==> config.mk <==
export PLATFORM = sky130hd
export DESIGN_NAME = hsv_to_rgb_converter
export DESIGN_NICKNAME = d
export VERILOG_FILES = /design/src/design/hsvrgb_pkg.sv /design/src/design/hsvrgb_hue_path.sv /design/src/design/hsv_to_rgb_converter.sv
export SDC_FILE = /design/constraint.sdc
export NUM_CORES = 2
export LEC_CHECK = 0
export BUFFER_PORTS_ARGS = -buffer_cell sky130_fd_sc_hd__clkbuf_2
export CORE_ASPECT_RATIO = 0.75
export CORE_UTILIZATION = 64
export CTS_CLUSTER_SIZE = 8
export DETAILED_ROUTE_END_ITERATION = 6
export PLACE_DENSITY = 0.86
export SYNTH_ARGS = -nofsm -noshare
export SYNTH_HDL_FRONTEND = slang
export SYNTH_SLANG_ARGS = --single-unit
export TNS_END_PERCENT = 20
==> constraint.sdc <==
create_clock -name clk -period 8.08 [get_ports clk]
set_clock_uncertainty 0.15 [all_clocks]
set_input_delay 1.616 -clock clk [delete_from_list [all_inputs] [get_ports clk]]
set_output_delay 1.616 -clock clk [all_outputs]
set_load 0.005 [all_outputs]
==> src/design/hsvrgb_pkg.sv <==
// Shared constants, types and helpers for the HSV to RGB converter.
// No dependencies; imported by hsvrgb_hue_path, hsv_to_rgb_converter and the testbench.
package hsvrgb_pkg;

  // Fixed field widths
  localparam int IN_W  = 16;
  localparam int OUT_W = 15;

  // Default fixed-point formats
  localparam int UNIT_FRAC_BITS_DEF = 14;
  localparam int HUE_FRAC_BITS_DEF  = 4;

  // Angles in whole degrees
  localparam int DEG_TURN   = 360;
  localparam int DEG_SECTOR = 60;

  // Pipeline shape
  localparam int HUE_STAGES = 6;
  localparam int NUM_STAGES = 11;

  // 60-degree sector codes, named by the hue at the sector start
  typedef logic [2:0] sector_t;
  localparam sector_t SECT_RED     = 3'd0;
  localparam sector_t SECT_YELLOW  = 3'd1;
  localparam sector_t SECT_GREEN   = 3'd2;
  localparam sector_t SECT_CYAN    = 3'd3;
  localparam sector_t SECT_BLUE    = 3'd4;
  localparam sector_t SECT_MAGENTA = 3'd5;

  // Bits needed for a ramp position 0..sector inclusive
  function automatic int ramp_w(input int hue_frac);
    return $clog2((DEG_SECTOR << hue_frac) + 1);
  endfunction

endpackage

==> src/design/hsvrgb_hue_path.sv <==
// Hue pipeline: wraps the hue into one turn, then splits it into sector and ramp.
// Depends on hsvrgb_pkg; instantiated by hsv_to_rgb_converter.
module hsvrgb_hue_path #(
  parameter int HUE_FRAC_BITS = hsvrgb_pkg::HUE_FRAC_BITS_DEF
) (
  input  logic                                            clk,
  input  logic [hsvrgb_pkg::HUE_STAGES-1:0]               stage_en,
  input  logic signed [hsvrgb_pkg::IN_W-1:0]              hue,
  output hsvrgb_pkg::sector_t                             sector,
  output logic [hsvrgb_pkg::ramp_w(HUE_FRAC_BITS)-1:0]    ramp_k
);
  import hsvrgb_pkg::*;

  localparam int TURN     = DEG_TURN << HUE_FRAC_BITS;
  localparam int SECTOR   = DEG_SECTOR << HUE_FRAC_BITS;
  localparam int HUE_SPAN = 1 << (IN_W - 1);
  // Whole turns added so the hue is never negative
  localparam int OFFSET   = ((HUE_SPAN + TURN - 1) / TURN) * TURN;
  localparam int U_W      = $clog2(OFFSET + HUE_SPAN);
  // Reciprocal of one turn; estimate is low by at most one turn
  localparam int RECIP    = (1 << U_W) / TURN;
  localparam int RECIP_W  = $clog2(RECIP + 1);
  localparam int QP_W     = U_W + RECIP_W;
  localparam int R_W      = $clog2(TURN);
  localparam int POS_W    = ramp_w(HUE_FRAC_BITS);

  logic [U_W-1:0]     u0_r, u1_r;
  logic [RECIP_W-1:0] q1_r;
  logic [R_W:0]       r2_r;
  logic [R_W-1:0]     r3_r;
  sector_t            sect4_r, sect5_r;
  logic [POS_W-1:0]   pos4_r, k5_r;

  logic [QP_W-1:0]    qprod;
  logic [RECIP_W-1:0] q1_nxt;
  logic [U_W-1:0]     qturn;
  logic [R_W:0]       r2_nxt;
  logic [R_W-1:0]     r3_nxt;
  sector_t            sect4_nxt;
  logic [POS_W-1:0]   pos4_nxt, k5_nxt;

  // Stage 1: quotient estimate by reciprocal
  assign qprod  = QP_W'(u0_r) * QP_W'(RECIP);
  assign q1_nxt = RECIP_W'(qprod >> U_W);

  // Stage 2: remainder, below two turns
  assign qturn  = U_W'(q1_r) * U_W'(TURN);
  assign r2_nxt = (R_W + 1)'(u1_r - qturn);

  // Stage 3: final correction into one turn
  assign r3_nxt = (r2_r >= (R_W + 1)'(TURN)) ? R_W'(r2_r - (R_W + 1)'(TURN)) : R_W'(r2_r);

  // Stage 4: sector and position within it
  always_comb begin
    priority if (r3_r >= R_W'(5 * SECTOR)) begin
      sect4_nxt = SECT_MAGENTA;
      pos4_nxt  = POS_W'(r3_r - R_W'(5 * SECTOR));
    end else if (r3_r >= R_W'(4 * SECTOR)) begin
      sect4_nxt = SECT_BLUE;
      pos4_nxt  = POS_W'(r3_r - R_W'(4 * SECTOR));
    end else if (r3_r >= R_W'(3 * SECTOR)) begin
      sect4_nxt = SECT_CYAN;
      pos4_nxt  = POS_W'(r3_r - R_W'(3 * SECTOR));
    end else if (r3_r >= R_W'(2 * SECTOR)) begin
      sect4_nxt = SECT_GREEN;
      pos4_nxt  = POS_W'(r3_r - R_W'(2 * SECTOR));
    end else if (r3_r >= R_W'(SECTOR)) begin
      sect4_nxt = SECT_YELLOW;
      pos4_nxt  = POS_W'(r3_r - R_W'(SECTOR));
    end else begin
      sect4_nxt = SECT_RED;
      pos4_nxt  = POS_W'(r3_r);
    end
  end

  // Stage 5: falling sectors (odd codes) ramp down
  assign k5_nxt = sect4_r[0] ? (POS_W'(SECTOR) - pos4_r) : pos4_r;

  always_ff @(posedge clk) begin
    if (stage_en[0]) begin
      u0_r <= U_W'(32'(hue) + OFFSET);
    end
    if (stage_en[1]) begin
      q1_r <= q1_nxt;
      u1_r <= u0_r;
    end
    if (stage_en[2]) begin
      r2_r <= r2_nxt;
    end
    if (stage_en[3]) begin
      r3_r <= r3_nxt;
    end
    if (stage_en[4]) begin
      sect4_r <= sect4_nxt;
      pos4_r  <= pos4_nxt;
    end
    if (stage_en[5]) begin
      sect5_r <= sect4_r;
      k5_r    <= k5_nxt;
    end
  end

  assign sector = sect5_r;
  assign ramp_k = k5_r;

endmodule

==> src/design/hsv_to_rgb_converter.sv <==
// HSV with alpha to RGB with alpha, fixed point. Each accepted input transaction
// passes through 11 register stages to out_valid; each stage holds one item.
// Throughput: one transaction per clock while not stalled; each stage advances when it or a
// later stage is empty or out_ready is high, so bubbles close up under stall.
// Reset (rst_n, synchronous) clears the stage valid bits only.
// Depends on hsvrgb_pkg and hsvrgb_hue_path.
module hsv_to_rgb_converter #(
  parameter int UNIT_FRAC_BITS = hsvrgb_pkg::UNIT_FRAC_BITS_DEF,
  parameter int HUE_FRAC_BITS  = hsvrgb_pkg::HUE_FRAC_BITS_DEF
) (
  input  logic                               clk,
  input  logic                               rst_n,
  input  logic                               in_valid,
  output logic                               in_ready,
  input  logic signed [hsvrgb_pkg::IN_W-1:0] in_hue,
  input  logic signed [hsvrgb_pkg::IN_W-1:0] in_saturation,
  input  logic signed [hsvrgb_pkg::IN_W-1:0] in_value_level,
  input  logic signed [hsvrgb_pkg::IN_W-1:0] in_alpha_in,
  output logic                               out_valid,
  input  logic                               out_ready,
  output logic [hsvrgb_pkg::OUT_W-1:0]       out_red,
  output logic [hsvrgb_pkg::OUT_W-1:0]       out_green,
  output logic [hsvrgb_pkg::OUT_W-1:0]       out_blue,
  output logic [hsvrgb_pkg::OUT_W-1:0]       out_alpha_out
);
  import hsvrgb_pkg::*;

  localparam int UNIT_ONE   = 1 << UNIT_FRAC_BITS;
  localparam int UNIT_W     = UNIT_FRAC_BITS + 1;
  localparam int HALF_UNIT  = 1 << (UNIT_FRAC_BITS - 1);
  localparam int PROD_W     = 2 * UNIT_W;
  localparam int SECTOR     = DEG_SECTOR << HUE_FRAC_BITS;
  localparam int POS_W      = ramp_w(HUE_FRAC_BITS);
  localparam int P_W        = UNIT_W + POS_W;
  // Sector is an odd factor times a power of two: shift, then divide by the odd part
  localparam int RAMP_SHIFT = HUE_FRAC_BITS + 2;
  localparam int RAMP_ODD   = SECTOR >> RAMP_SHIFT;
  localparam int RAMP_HALF  = SECTOR / 2;
  localparam int W_W        = UNIT_W + 3;
  localparam int RRECIP     = (1 << W_W) / RAMP_ODD;
  localparam int RRECIP_W   = $clog2(RRECIP + 1);
  localparam int DP_W       = W_W + RRECIP_W;
  localparam int SUM_X_W    = (UNIT_W > OUT_W) ? UNIT_W : OUT_W;
  localparam int MIX_FIRST  = 3;
  localparam int SECT_FIRST = HUE_STAGES;
  localparam int LAST       = NUM_STAGES - 1;

  // Values carried alongside the ramp math
  typedef struct packed {
    logic [UNIT_W-1:0] chroma;
    logic [UNIT_W-1:0] offset;
    logic [UNIT_W-1:0] alpha;
  } mix_t;

  function automatic logic [UNIT_W-1:0] clamp_unit(input logic signed [IN_W-1:0] x);
    logic [UNIT_W-1:0] y;
    if (x < 0) begin
      y = '0;
    end else if (32'(x) > UNIT_ONE) begin
      y = UNIT_W'(UNIT_ONE);
    end else begin
      y = UNIT_W'(x);
    end
    return y;
  endfunction

  logic [NUM_STAGES-1:0] stage_en;
  logic [NUM_STAGES-1:0] valid_r;

  logic [UNIT_W-1:0]  sat0_r, val0_r, alp0_r;
  logic [PROD_W-1:0]  prod1_r;
  logic [UNIT_W-1:0]  val1_r, alp1_r;
  logic [UNIT_W-1:0]  chr2_r, val2_r, alp2_r;
  mix_t               mix_r [MIX_FIRST:LAST-1];
  sector_t            sect_r [SECT_FIRST:LAST-1];
  logic [P_W-1:0]     p6_r;
  logic [W_W-1:0]     w7_r, w8_r;
  logic [UNIT_W-1:0]  qe8_r, x9_r;
  logic [OUT_W-1:0]   red_r, green_r, blue_r, alpha_r;

  sector_t            hue_sector;
  logic [POS_W-1:0]   hue_k;
  logic [PROD_W-1:0]  prod1_nxt, csum;
  logic [UNIT_W-1:0]  chr2_nxt;
  mix_t               mix3_nxt;
  logic [P_W-1:0]     p6_nxt;
  logic [P_W:0]       psum;
  logic [W_W-1:0]     w7_nxt;
  logic [DP_W-1:0]    dprod;
  logic [UNIT_W-1:0]  qe8_nxt;
  logic [W_W-1:0]     back, rem;
  logic [UNIT_W-1:0]  x9_nxt;
  logic [UNIT_W-1:0]  red_pre, green_pre, blue_pre;
  logic [SUM_X_W-1:0] red_x, green_x, blue_x, alpha_x;

  // Stage advance: move when this or any later stage is empty, or output drains
  for (genvar gi = 0; gi < NUM_STAGES; gi++) begin : g_en
    assign stage_en[gi] = out_ready || !(&valid_r[LAST:gi]);
  end

  assign in_ready  = stage_en[0];
  assign out_valid = valid_r[LAST];

  always_ff @(posedge clk) begin
    if (!rst_n) begin
      valid_r <= '0;
    end else begin
      if (stage_en[0]) begin
        valid_r[0] <= in_valid;
      end
      for (int i = 1; i < NUM_STAGES; i++) begin
        if (stage_en[i]) begin
          valid_r[i] <= valid_r[i-1];
        end
      end
    end
  end

  // Hue wrap and sector split, stages 0 to 5
  hsvrgb_hue_path #(
    .HUE_FRAC_BITS (HUE_FRAC_BITS)
  ) u_hue_path (
    .clk      (clk),
    .stage_en (stage_en[HUE_STAGES-1:0]),
    .hue      (in_hue),
    .sector   (hue_sector),
    .ramp_k   (hue_k)
  );

  // Chroma = V*S rounded half up, offset M = V - C
  assign prod1_nxt       = PROD_W'(val0_r) * PROD_W'(sat0_r);
  assign csum            = prod1_r + PROD_W'(HALF_UNIT);
  assign chr2_nxt        = UNIT_W'(csum >> UNIT_FRAC_BITS);
  assign mix3_nxt.chroma = chr2_r;
  assign mix3_nxt.offset = val2_r - chr2_r;
  assign mix3_nxt.alpha  = alp2_r;

  // Ramp X = (C*k + sector/2) / sector
  assign p6_nxt  = P_W'(mix_r[5].chroma) * P_W'(hue_k);
  assign psum    = (P_W + 1)'(p6_r) + (P_W + 1)'(RAMP_HALF);
  assign w7_nxt  = W_W'(psum >> RAMP_SHIFT);
  assign dprod   = DP_W'(w7_r) * DP_W'(RRECIP);
  assign qe8_nxt = UNIT_W'(dprod >> W_W);
  assign back    = W_W'(qe8_r) * W_W'(RAMP_ODD);
  assign rem     = w8_r - back;
  assign x9_nxt  = (rem >= W_W'(RAMP_ODD)) ? (qe8_r + UNIT_W'(1)) : qe8_r;

  // Channel pick by sector, then add the offset
  always_comb begin
    unique case (sect_r[LAST-1])
      SECT_RED: begin
        red_pre = mix_r[LAST-1].chroma; green_pre = x9_r; blue_pre = '0;
      end
      SECT_YELLOW: begin
        red_pre = x9_r; green_pre = mix_r[LAST-1].chroma; blue_pre = '0;
      end
      SECT_GREEN: begin
        red_pre = '0; green_pre = mix_r[LAST-1].chroma; blue_pre = x9_r;
      end
      SECT_CYAN: begin
        red_pre = '0; green_pre = x9_r; blue_pre = mix_r[LAST-1].chroma;
      end
      SECT_BLUE: begin
        red_pre = x9_r; green_pre = '0; blue_pre = mix_r[LAST-1].chroma;
      end
      default: begin
        red_pre = mix_r[LAST-1].chroma; green_pre = '0; blue_pre = x9_r;
      end
    endcase
  end

  assign red_x   = SUM_X_W'(red_pre + mix_r[LAST-1].offset);
  assign green_x = SUM_X_W'(green_pre + mix_r[LAST-1].offset);
  assign blue_x  = SUM_X_W'(blue_pre + mix_r[LAST-1].offset);
  assign alpha_x = SUM_X_W'(mix_r[LAST-1].alpha);

  // Payload registers, no reset
  always_ff @(posedge clk) begin
    if (stage_en[0]) begin
      sat0_r <= clamp_unit(in_saturation);
      val0_r <= clamp_unit(in_value_level);
      alp0_r <= clamp_unit(in_alpha_in);
    end
    if (stage_en[1]) begin
      prod1_r <= prod1_nxt;
      val1_r  <= val0_r;
      alp1_r  <= alp0_r;
    end
    if (stage_en[2]) begin
      chr2_r <= chr2_nxt;
      val2_r <= val1_r;
      alp2_r <= alp1_r;
    end
    if (stage_en[MIX_FIRST]) begin
      mix_r[MIX_FIRST] <= mix3_nxt;
    end
    for (int i = MIX_FIRST + 1; i < LAST; i++) begin
      if (stage_en[i]) begin
        mix_r[i] <= mix_r[i-1];
      end
    end
    if (stage_en[SECT_FIRST]) begin
      sect_r[SECT_FIRST] <= hue_sector;
      p6_r               <= p6_nxt;
    end
    for (int i = SECT_FIRST + 1; i < LAST; i++) begin
      if (stage_en[i]) begin
        sect_r[i] <= sect_r[i-1];
      end
    end
    if (stage_en[7]) begin
      w7_r <= w7_nxt;
    end
    if (stage_en[8]) begin
      qe8_r <= qe8_nxt;
      w8_r  <= w7_r;
    end
    if (stage_en[9]) begin
      x9_r <= x9_nxt;
    end
    if (stage_en[LAST]) begin
      red_r   <= red_x[OUT_W-1:0];
      green_r <= green_x[OUT_W-1:0];
      blue_r  <= blue_x[OUT_W-1:0];
      alpha_r <= alpha_x[OUT_W-1:0];
    end
  end

  assign out_red       = red_r;
  assign out_green     = green_r;
  assign out_blue      = blue_r;
  assign out_alpha_out = alpha_r;

endmodule

Word level (Yosys, flattened, before mapping)
Memory sizes are Yosys's and may differ from the RTL's.
Cells that the tools add are included.
{ "totals": {"register_bits": 399, "ramBits": 327, "inputBits": 68, "output_inout_bits": 62, "elab_cells": 159, "n_memories": 2} }
{ "memory_table": {"columns": ["name", "words", "word_bits", "read_ports", "rd_ports_with_merged_regs", "write_ports", "line", "rtl"], "rows": [
  ["mix_r", 7, 45, 7, 0, 7, "hsv_to_rgb_converter.sv:74", "mix_t mix_r [MIX_FIRST:LAST-1];"],
  ["sect_r", 4, 3, 4, 0, 4, "hsv_to_rgb_converter.sv:75", "sector_t sect_r [SECT_FIRST:LAST-1];"]
]} }
{ "classes": {"n_addsub": 17, "multipliers": 6, "order_cmp": 13, "eq_ne": 4, "muxes": 32, "n_reduce_logical": 43} }
{ "op_table": {"columns": ["cell", "n"], "rows": [
  ["case mux 15 bit (2 select lines)", 3],
  ["two-way mux 10 bit", 6],
  ["two-way mux 15 bit", 4],
  ["subtractor 10 bit (second input constant)", 5],
  ["> comparator 16 bit (second input constant)", 3],
  ["< comparator 16 x 1 -> 1 bit (second input constant)", 3],
  ["adder 15 bit", 3],
  ["multiplier 18 x 13 -> 31 bit (second input constant)", 1],
  ["adder 29 x 14 -> 29 bit (second input constant)", 1],
  ["multiplier 15 x 15 -> 29 bit", 1],
  ["greater-or-equal comparator 13 x 12 -> 1 bit (second input constant)", 2],
  ["adder 24 x 9 -> 24 bit (second input constant)", 1],
  ["multiplier 15 x 10 -> 24 bit", 1],
  ["multiplier 17 x 4 -> 21 bit (second input constant)", 1],
  ["OR reduction 2 bit", 10],
  ["greater-or-equal comparator 18 x 4 -> 1 bit (second input constant)", 1],
  ["multiplier 15 x 4 -> 18 bit (second input constant)", 1],
  ["subtractor 18 bit", 1],
  ["adder 16 x 17 -> 17 bit (second input constant)", 1],
  ["two-way mux 1 bit", 16],
  ["adder 15 x 1 -> 15 bit (second input constant)", 1],
  ["subtractor 15 bit", 1],
  ["greater-or-equal comparator 14 x 13 -> 1 bit (second input constant)", 1],
  ["subtractor 14 bit", 1],
  ["24 further kinds", 46]
]} }

Longest topological paths before layout
{ "depth": {"word_depth": 6, "depth_mapped": 24, "depth_no_buf": 23} }

Modules after synthesis
From an unflattened synthesis, not the netlist that was laid out.
{ "hier_totals": {"hier_cells": 3596, "hier_area_um2": 44308.7} }
{ "by_module_without_submodules": {"columns": ["mod", "n_inst", "cells_each", "area_per_inst_um2", "seq_area_each_um2"], "rows": [
  ["hsv_to_rgb_converter", 1, 3167, 38976.1, 18477.7],
  ["hsvrgb_hue_path", 1, 429, 5332.6, 2672.6]
]} }

Worst setup path before layout
OpenSTA, ideal clock, no wires.
{ "synth_timing": {"kind": "input port to output port", "start": "input out_ready", "end": "output in_ready", "t_arrival_ps": 5144, "required_ps": 6314, "setup_slack_ps": 1170, "path_stages": 7, "n_path_buf": 0, "path_cell_list": "nor2b_1 -> inv_1 -> nor2_1 -> and2_1 -> and3_1 -> and3_1 -> nand2_1"} }
{ "synth_between": {"elab_chain_cells": 1} }
{ "synth_lines": {"columns": ["element", "line", "rtl"], "rows": [
  ["start, declared", "hsv_to_rgb_converter.sv:20", "input logic out_ready,"],
  ["logical OR 1 bit", "hsv_to_rgb_converter.sv:98", "assign stage_en[gi] = out_ready || !(&valid_r[LAST:gi]);"],
  ["end, declared", "hsv_to_rgb_converter.sv:14", "output logic in_ready,"]
]} }
Every way passes these cells.

Final worst setup path
{ "layout_timing": {"start": "register val0_r[7]", "end": "register prod1_r[28], data pin"} }
{ "layout_between": {"elab_chain_cells": 1} }
{ "layout_lines": {"columns": ["element", "line", "rtl"], "rows": [
  ["start, declared", "hsv_to_rgb_converter.sv:70", "logic [UNIT_W-1:0] sat0_r, val0_r, alp0_r;"],
  ["start signal, assigned", "hsv_to_rgb_converter.sv:181", "val0_r <= clamp_unit(in_value_level);"],
  ["multiplier 15 x 15 -> 29 bit", "hsv_to_rgb_converter.sv:131", "assign prod1_nxt = PROD_W'(val0_r) * PROD_W'(sat0_r);"],
  ["net prod1_nxt[28]", "hsv_to_rgb_converter.sv:83", "logic [PROD_W-1:0] prod1_nxt, csum;"],
  ["end signal, assigned", "hsv_to_rgb_converter.sv:185", "prod1_r <= prod1_nxt;"],
  ["end, declared", "hsv_to_rgb_converter.sv:71", "logic [PROD_W-1:0] prod1_r;"]
]} }
The timed path passes the listed nets, and every way through them passes these cells.
A chain may end at the register's enable or synchronous reset.

==> out/qor.log <==
[sta] setup total negative slack 0 ns
[global_routing] Congestion Overflow GR 0
[logic_synthesis] Post-Syn Nets 4404
[global_routing] wire length of the first global-routing pass 154000 µm
[placed_design] number of instances in the placed design 4561
[global_routing] maximum number of pins on one net before global-route repair 91
[layout] most common library cell in the layout ignoring fill and taps sky130_fd_sc_hd__edfxtp_1
[detailed_routing] # DRC 0
[clock_tree] CTS clk-pin slew, worst paths 0.05 ns
[clock_tree] number of buffers between clock root and the deepest sink 3
[die] number of core rows 83
[sta] Fin. Hold Viols 0
[sta] upper clock frequency limit 132 MHz
[clock_tree] Sink Count 708
[die] number of primary I/O pins 130
[setup_path] kind of end point of the critical path flip-flop
[sta] final hold slack 0.246 ns
[logic_synthesis] share of synthesized registers carrying an async set or reset 0%
[global_routing] total routing resource utilization after global routing 28.2%
[placed_design] input/output buffers 129
[power_and_ir_drop] Sw Ratio 41.1%
[detailed_routing] starting DRC count in detailed routing 2705
[power_and_ir_drop] Lkg Pwr 22.6 nW
[global_routing] initial antenna violation count 1
[sta] Pins Over Slew Limit 0
[power_and_ir_drop] peak ir drop on the vdd network 0.651 mV
[clock_tree] TritonCTS buffer count 99
[layout] non-filler instance count after layout 4693
[logic_synthesis] Most used DFF post-synth sky130_fd_sc_hd__edfxtp_1
[setup_path] worst setup path class flip-flop to flip-flop
[logic_synthesis] post-synthesis cell type count 74
[detailed_routing] Wirelength per Cell 20.5 µm
[layout] layout cell share with drive strength beyond 1 8.21%
[status] outcome complete, no violations
[hold_path] worst hold path type flip-flop to flip-flop
[detailed_routing] Vias 27607
[power_and_ir_drop] share of power burned in combinational logic 54.7%
[die] Die Y 230 µm
[sta] unrepaired setup endpoints after global routing false
[layout] area delta synth->final 9.54%
[detailed_routing] detailed-router iteration count before antenna repair 6
[die] effective utilization at floorplan 64.8%
[flow_run] max-cap viol count 0
[sta] worst slew pin tran 1.06 ns
[clock_tree] postcts setup bufs 0
[placed_design] DP Wirelength 64300 µm
[setup_path] critical path launch point type flip-flop
[clock_tree] cell at the root of the clock tree sky130_fd_sc_hd__clkbuf_16
[logic_synthesis] sequential-to-total area share from yosys stat 47.6%
[power_and_ir_drop] switching component of the power 0.00894 W
[logic_synthesis] Post-synth EDFFs 697
[clock_tree] post-cts sizing count 0
[setup_path] worst-case reg-to-reg path depth 21
[layout] highest-count cells in the layout ignoring fill and taps sky130_fd_sc_hd__edfxtp_1 (697), sky130_fd_sc_hd__inv_1 (602), sky130_fd_sc_hd__ha_1 (379)
[detailed_routing] detail-routed via count per cell 5.88
[logic_synthesis] synthesized flop and latch total 708
[power_and_ir_drop] Internal Power 0.0128 W
[logic_synthesis] area of the mapped netlist 44400 µm²
[clock_tree] H-tree depth 3
[power_and_ir_drop] PwrDens 447 nW/µm²
[power_and_ir_drop] post-route total power 0.0217 W
[logic_synthesis] count of synthesis-stage warnings from yosys 0
[clock_tree] quantity of hold-fixing buffers added after cts 0
[die] Horiz. Die Dim 306 µm
[die] area of the die 70500 µm²
[sta] Setup Viol. Count Final 0
[hold_path] Hold Path Stages 0
[layout] NumNets Final 4558
[clock_tree] clock tree from TritonCTS yes
[clock_tree] worst-skew pair later-pin latency 0.66 ns
[die] area of the core 68500 µm²
[setup_path] data required time of the worst path 8.31 ns
[logic_synthesis] number of cells produced by synthesis 3616
[detailed_routing] Antenna Violating Nets Remaining 0
[sta] Period minus WS final 7.59 ns
[sta] Max-slew headroom 29.4%
[power_and_ir_drop] part of the power in registers 28.1%
[setup_path] Max FO, Critical Path 16
[placed_design] Final Wtd Congestion 0.904
[layout] diodes inserted 0
[layout] fill cell count 4194
[global_routing] vias in the first global route 29089
[setup_path] CP Data Arrival Time 7.82 ns
[power_and_ir_drop] Clk pwr share 17.1%
[logic_synthesis] Avg Inst Size Synth 12.3 µm²
[detailed_routing] wirelength, routed 96200 µm
[sta] ratio of final minimum period to clock period 93.9%
## area by class of cell
| cell class | count | area (µm²) | share of cell area [%] |
|---|---|---|---|
| repair buffers | 146 | 773 | 1.59 |
| clock buffers | 123 | 2570 | 5.28 |
| flip-flops and latches | 708 | 21200 | 43.5 |
| multi-input cells | 2207 | 20700 | 42.4 |
| clock inverters | 9 | 118 | 0.242 |
| well taps | 892 | 1120 | 2.29 |
| inverters | 608 | 2280 | 4.69 |
## cells by family (layout without fill, tap and decap cells)
kind of cell | after synthesis | in the layout | synth area share (%)
XOR/XNOR | 190 | 190 | 3.75
multiplexers | 21 | 21 | 0.532
buffers and inverters | 701 | 886 | 5.95
adder cells (fa/ha/maj) | 720 | 720 | 26.0
AND/OR/NAND/NOR | 895 | 895 | 10.3
flip-flops | 708 | 708 | 47.6
AO/OA/AOI/OAI | 381 | 381 | 5.82
## synth_stat cells, types with 27 or more instances
cell type                  number  area [µm²]
sky130_fd_sc_hd__nor2_1        92         345
sky130_fd_sc_hd__nand2_1      295        1110
sky130_fd_sc_hd__a21oi_1      126         631
sky130_fd_sc_hd__o21ai_0       44         220
sky130_fd_sc_hd__xnor2_1      137        1200
sky130_fd_sc_hd__clkbuf_1      84         315
sky130_fd_sc_hd__and3_1        27         169
sky130_fd_sc_hd__nand3_1       42         210
sky130_fd_sc_hd__nor2b_1       41         257
sky130_fd_sc_hd__a21o_1        33         248
sky130_fd_sc_hd__xor2_1        53         464
sky130_fd_sc_hd__fa_1         341        6830
sky130_fd_sc_hd__nor3_1        36         180
sky130_fd_sc_hd__inv_1        608        2280
sky130_fd_sc_hd__ha_1         379        4740
sky130_fd_sc_hd__a22o_1        29         254
sky130_fd_sc_hd__edfxtp_1     697       20900
sky130_fd_sc_hd__and2_1       247        1550
## power groups by stage
stage	Sequential (W)	Clock, W	Combinational [W]
floorplan	0.00576	0	0.00922
global placement	0.00608	0	0.0112
detailed placement	0.00615	0	0.0116
CTS	0.00611	0.00376	0.0118
global route	0.00620	0.00390	0.0134
finish	0.00612	0.00372	0.0119
## state kept, by name, indices dropped and copies added, names as in the netlist, 16 cells and up
name and cells:
w8_r 18, mix_r 315, prod1_r 16, u_hue_path.u0_r 17, w7_r 18, p6_r 19
## routing by layer
layer | GRT usage (%) | share of wire, %
met3 | 5.59 | 8.5
met5 | 0 | 0.014
met2 | 47.4 | 49
met4 | 10.5 | 3.5
met1 | 36.4 | 39
## path summary, 6_finish.rpt
path                           start                       to  slack (ns)
max          val0_r[7]$_SDFFCE_PP0P_    prod1_r[28]$_DFFE_PP_        0.49
min          mix_r[0][332]$_DFFE_PP_  mix_r[0][377]$_DFFE_PP_        0.25
max reg2reg  val0_r[7]$_SDFFCE_PP0P_    prod1_r[28]$_DFFE_PP_        0.49
min reg2reg  mix_r[0][332]$_DFFE_PP_  mix_r[0][377]$_DFFE_PP_        0.25
## worst max-delay path: stages, from the launching register on
cell	delay, ns
sky130_fd_sc_hd__edfxtp_1	0.64
sky130_fd_sc_hd__and2_1	0.30
sky130_fd_sc_hd__fa_1	0.56
sky130_fd_sc_hd__inv_1	0.07
sky130_fd_sc_hd__fa_1	0.53
sky130_fd_sc_hd__inv_1	0.05
sky130_fd_sc_hd__fa_1	0.54
sky130_fd_sc_hd__fa_1	0.44
sky130_fd_sc_hd__fa_1	0.54
sky130_fd_sc_hd__inv_1	0.06
sky130_fd_sc_hd__fa_1	0.53
sky130_fd_sc_hd__inv_1	0.04
sky130_fd_sc_hd__ha_1	0.31
sky130_fd_sc_hd__o21a_1	0.13
sky130_fd_sc_hd__or2_2	0.30
sky130_fd_sc_hd__a32oi_1	0.32
sky130_fd_sc_hd__and2_1	0.22
sky130_fd_sc_hd__o31ai_1	0.19
sky130_fd_sc_hd__a221oi_1	0.68
sky130_fd_sc_hd__o211ai_1	0.29
sky130_fd_sc_hd__a21oi_1	0.27
sky130_fd_sc_hd__xnor2_1	0.13
## stage by stage
step | cell area, µm² | utilization (%) | worst slack [ns]
after global placement | 46000 | 67.1 | 1.08
after detailed placement | 46000 | 67.1 | 0.795
after global routing | 48700 | 71.0 | 0.318
after CTS | 48700 | 71.0 | 0.584
final | 48700 | 71.0 | 0.491
after floorplan | 44400 | - | 1.17
No activity file was read; power rests on OpenSTA's default activity.
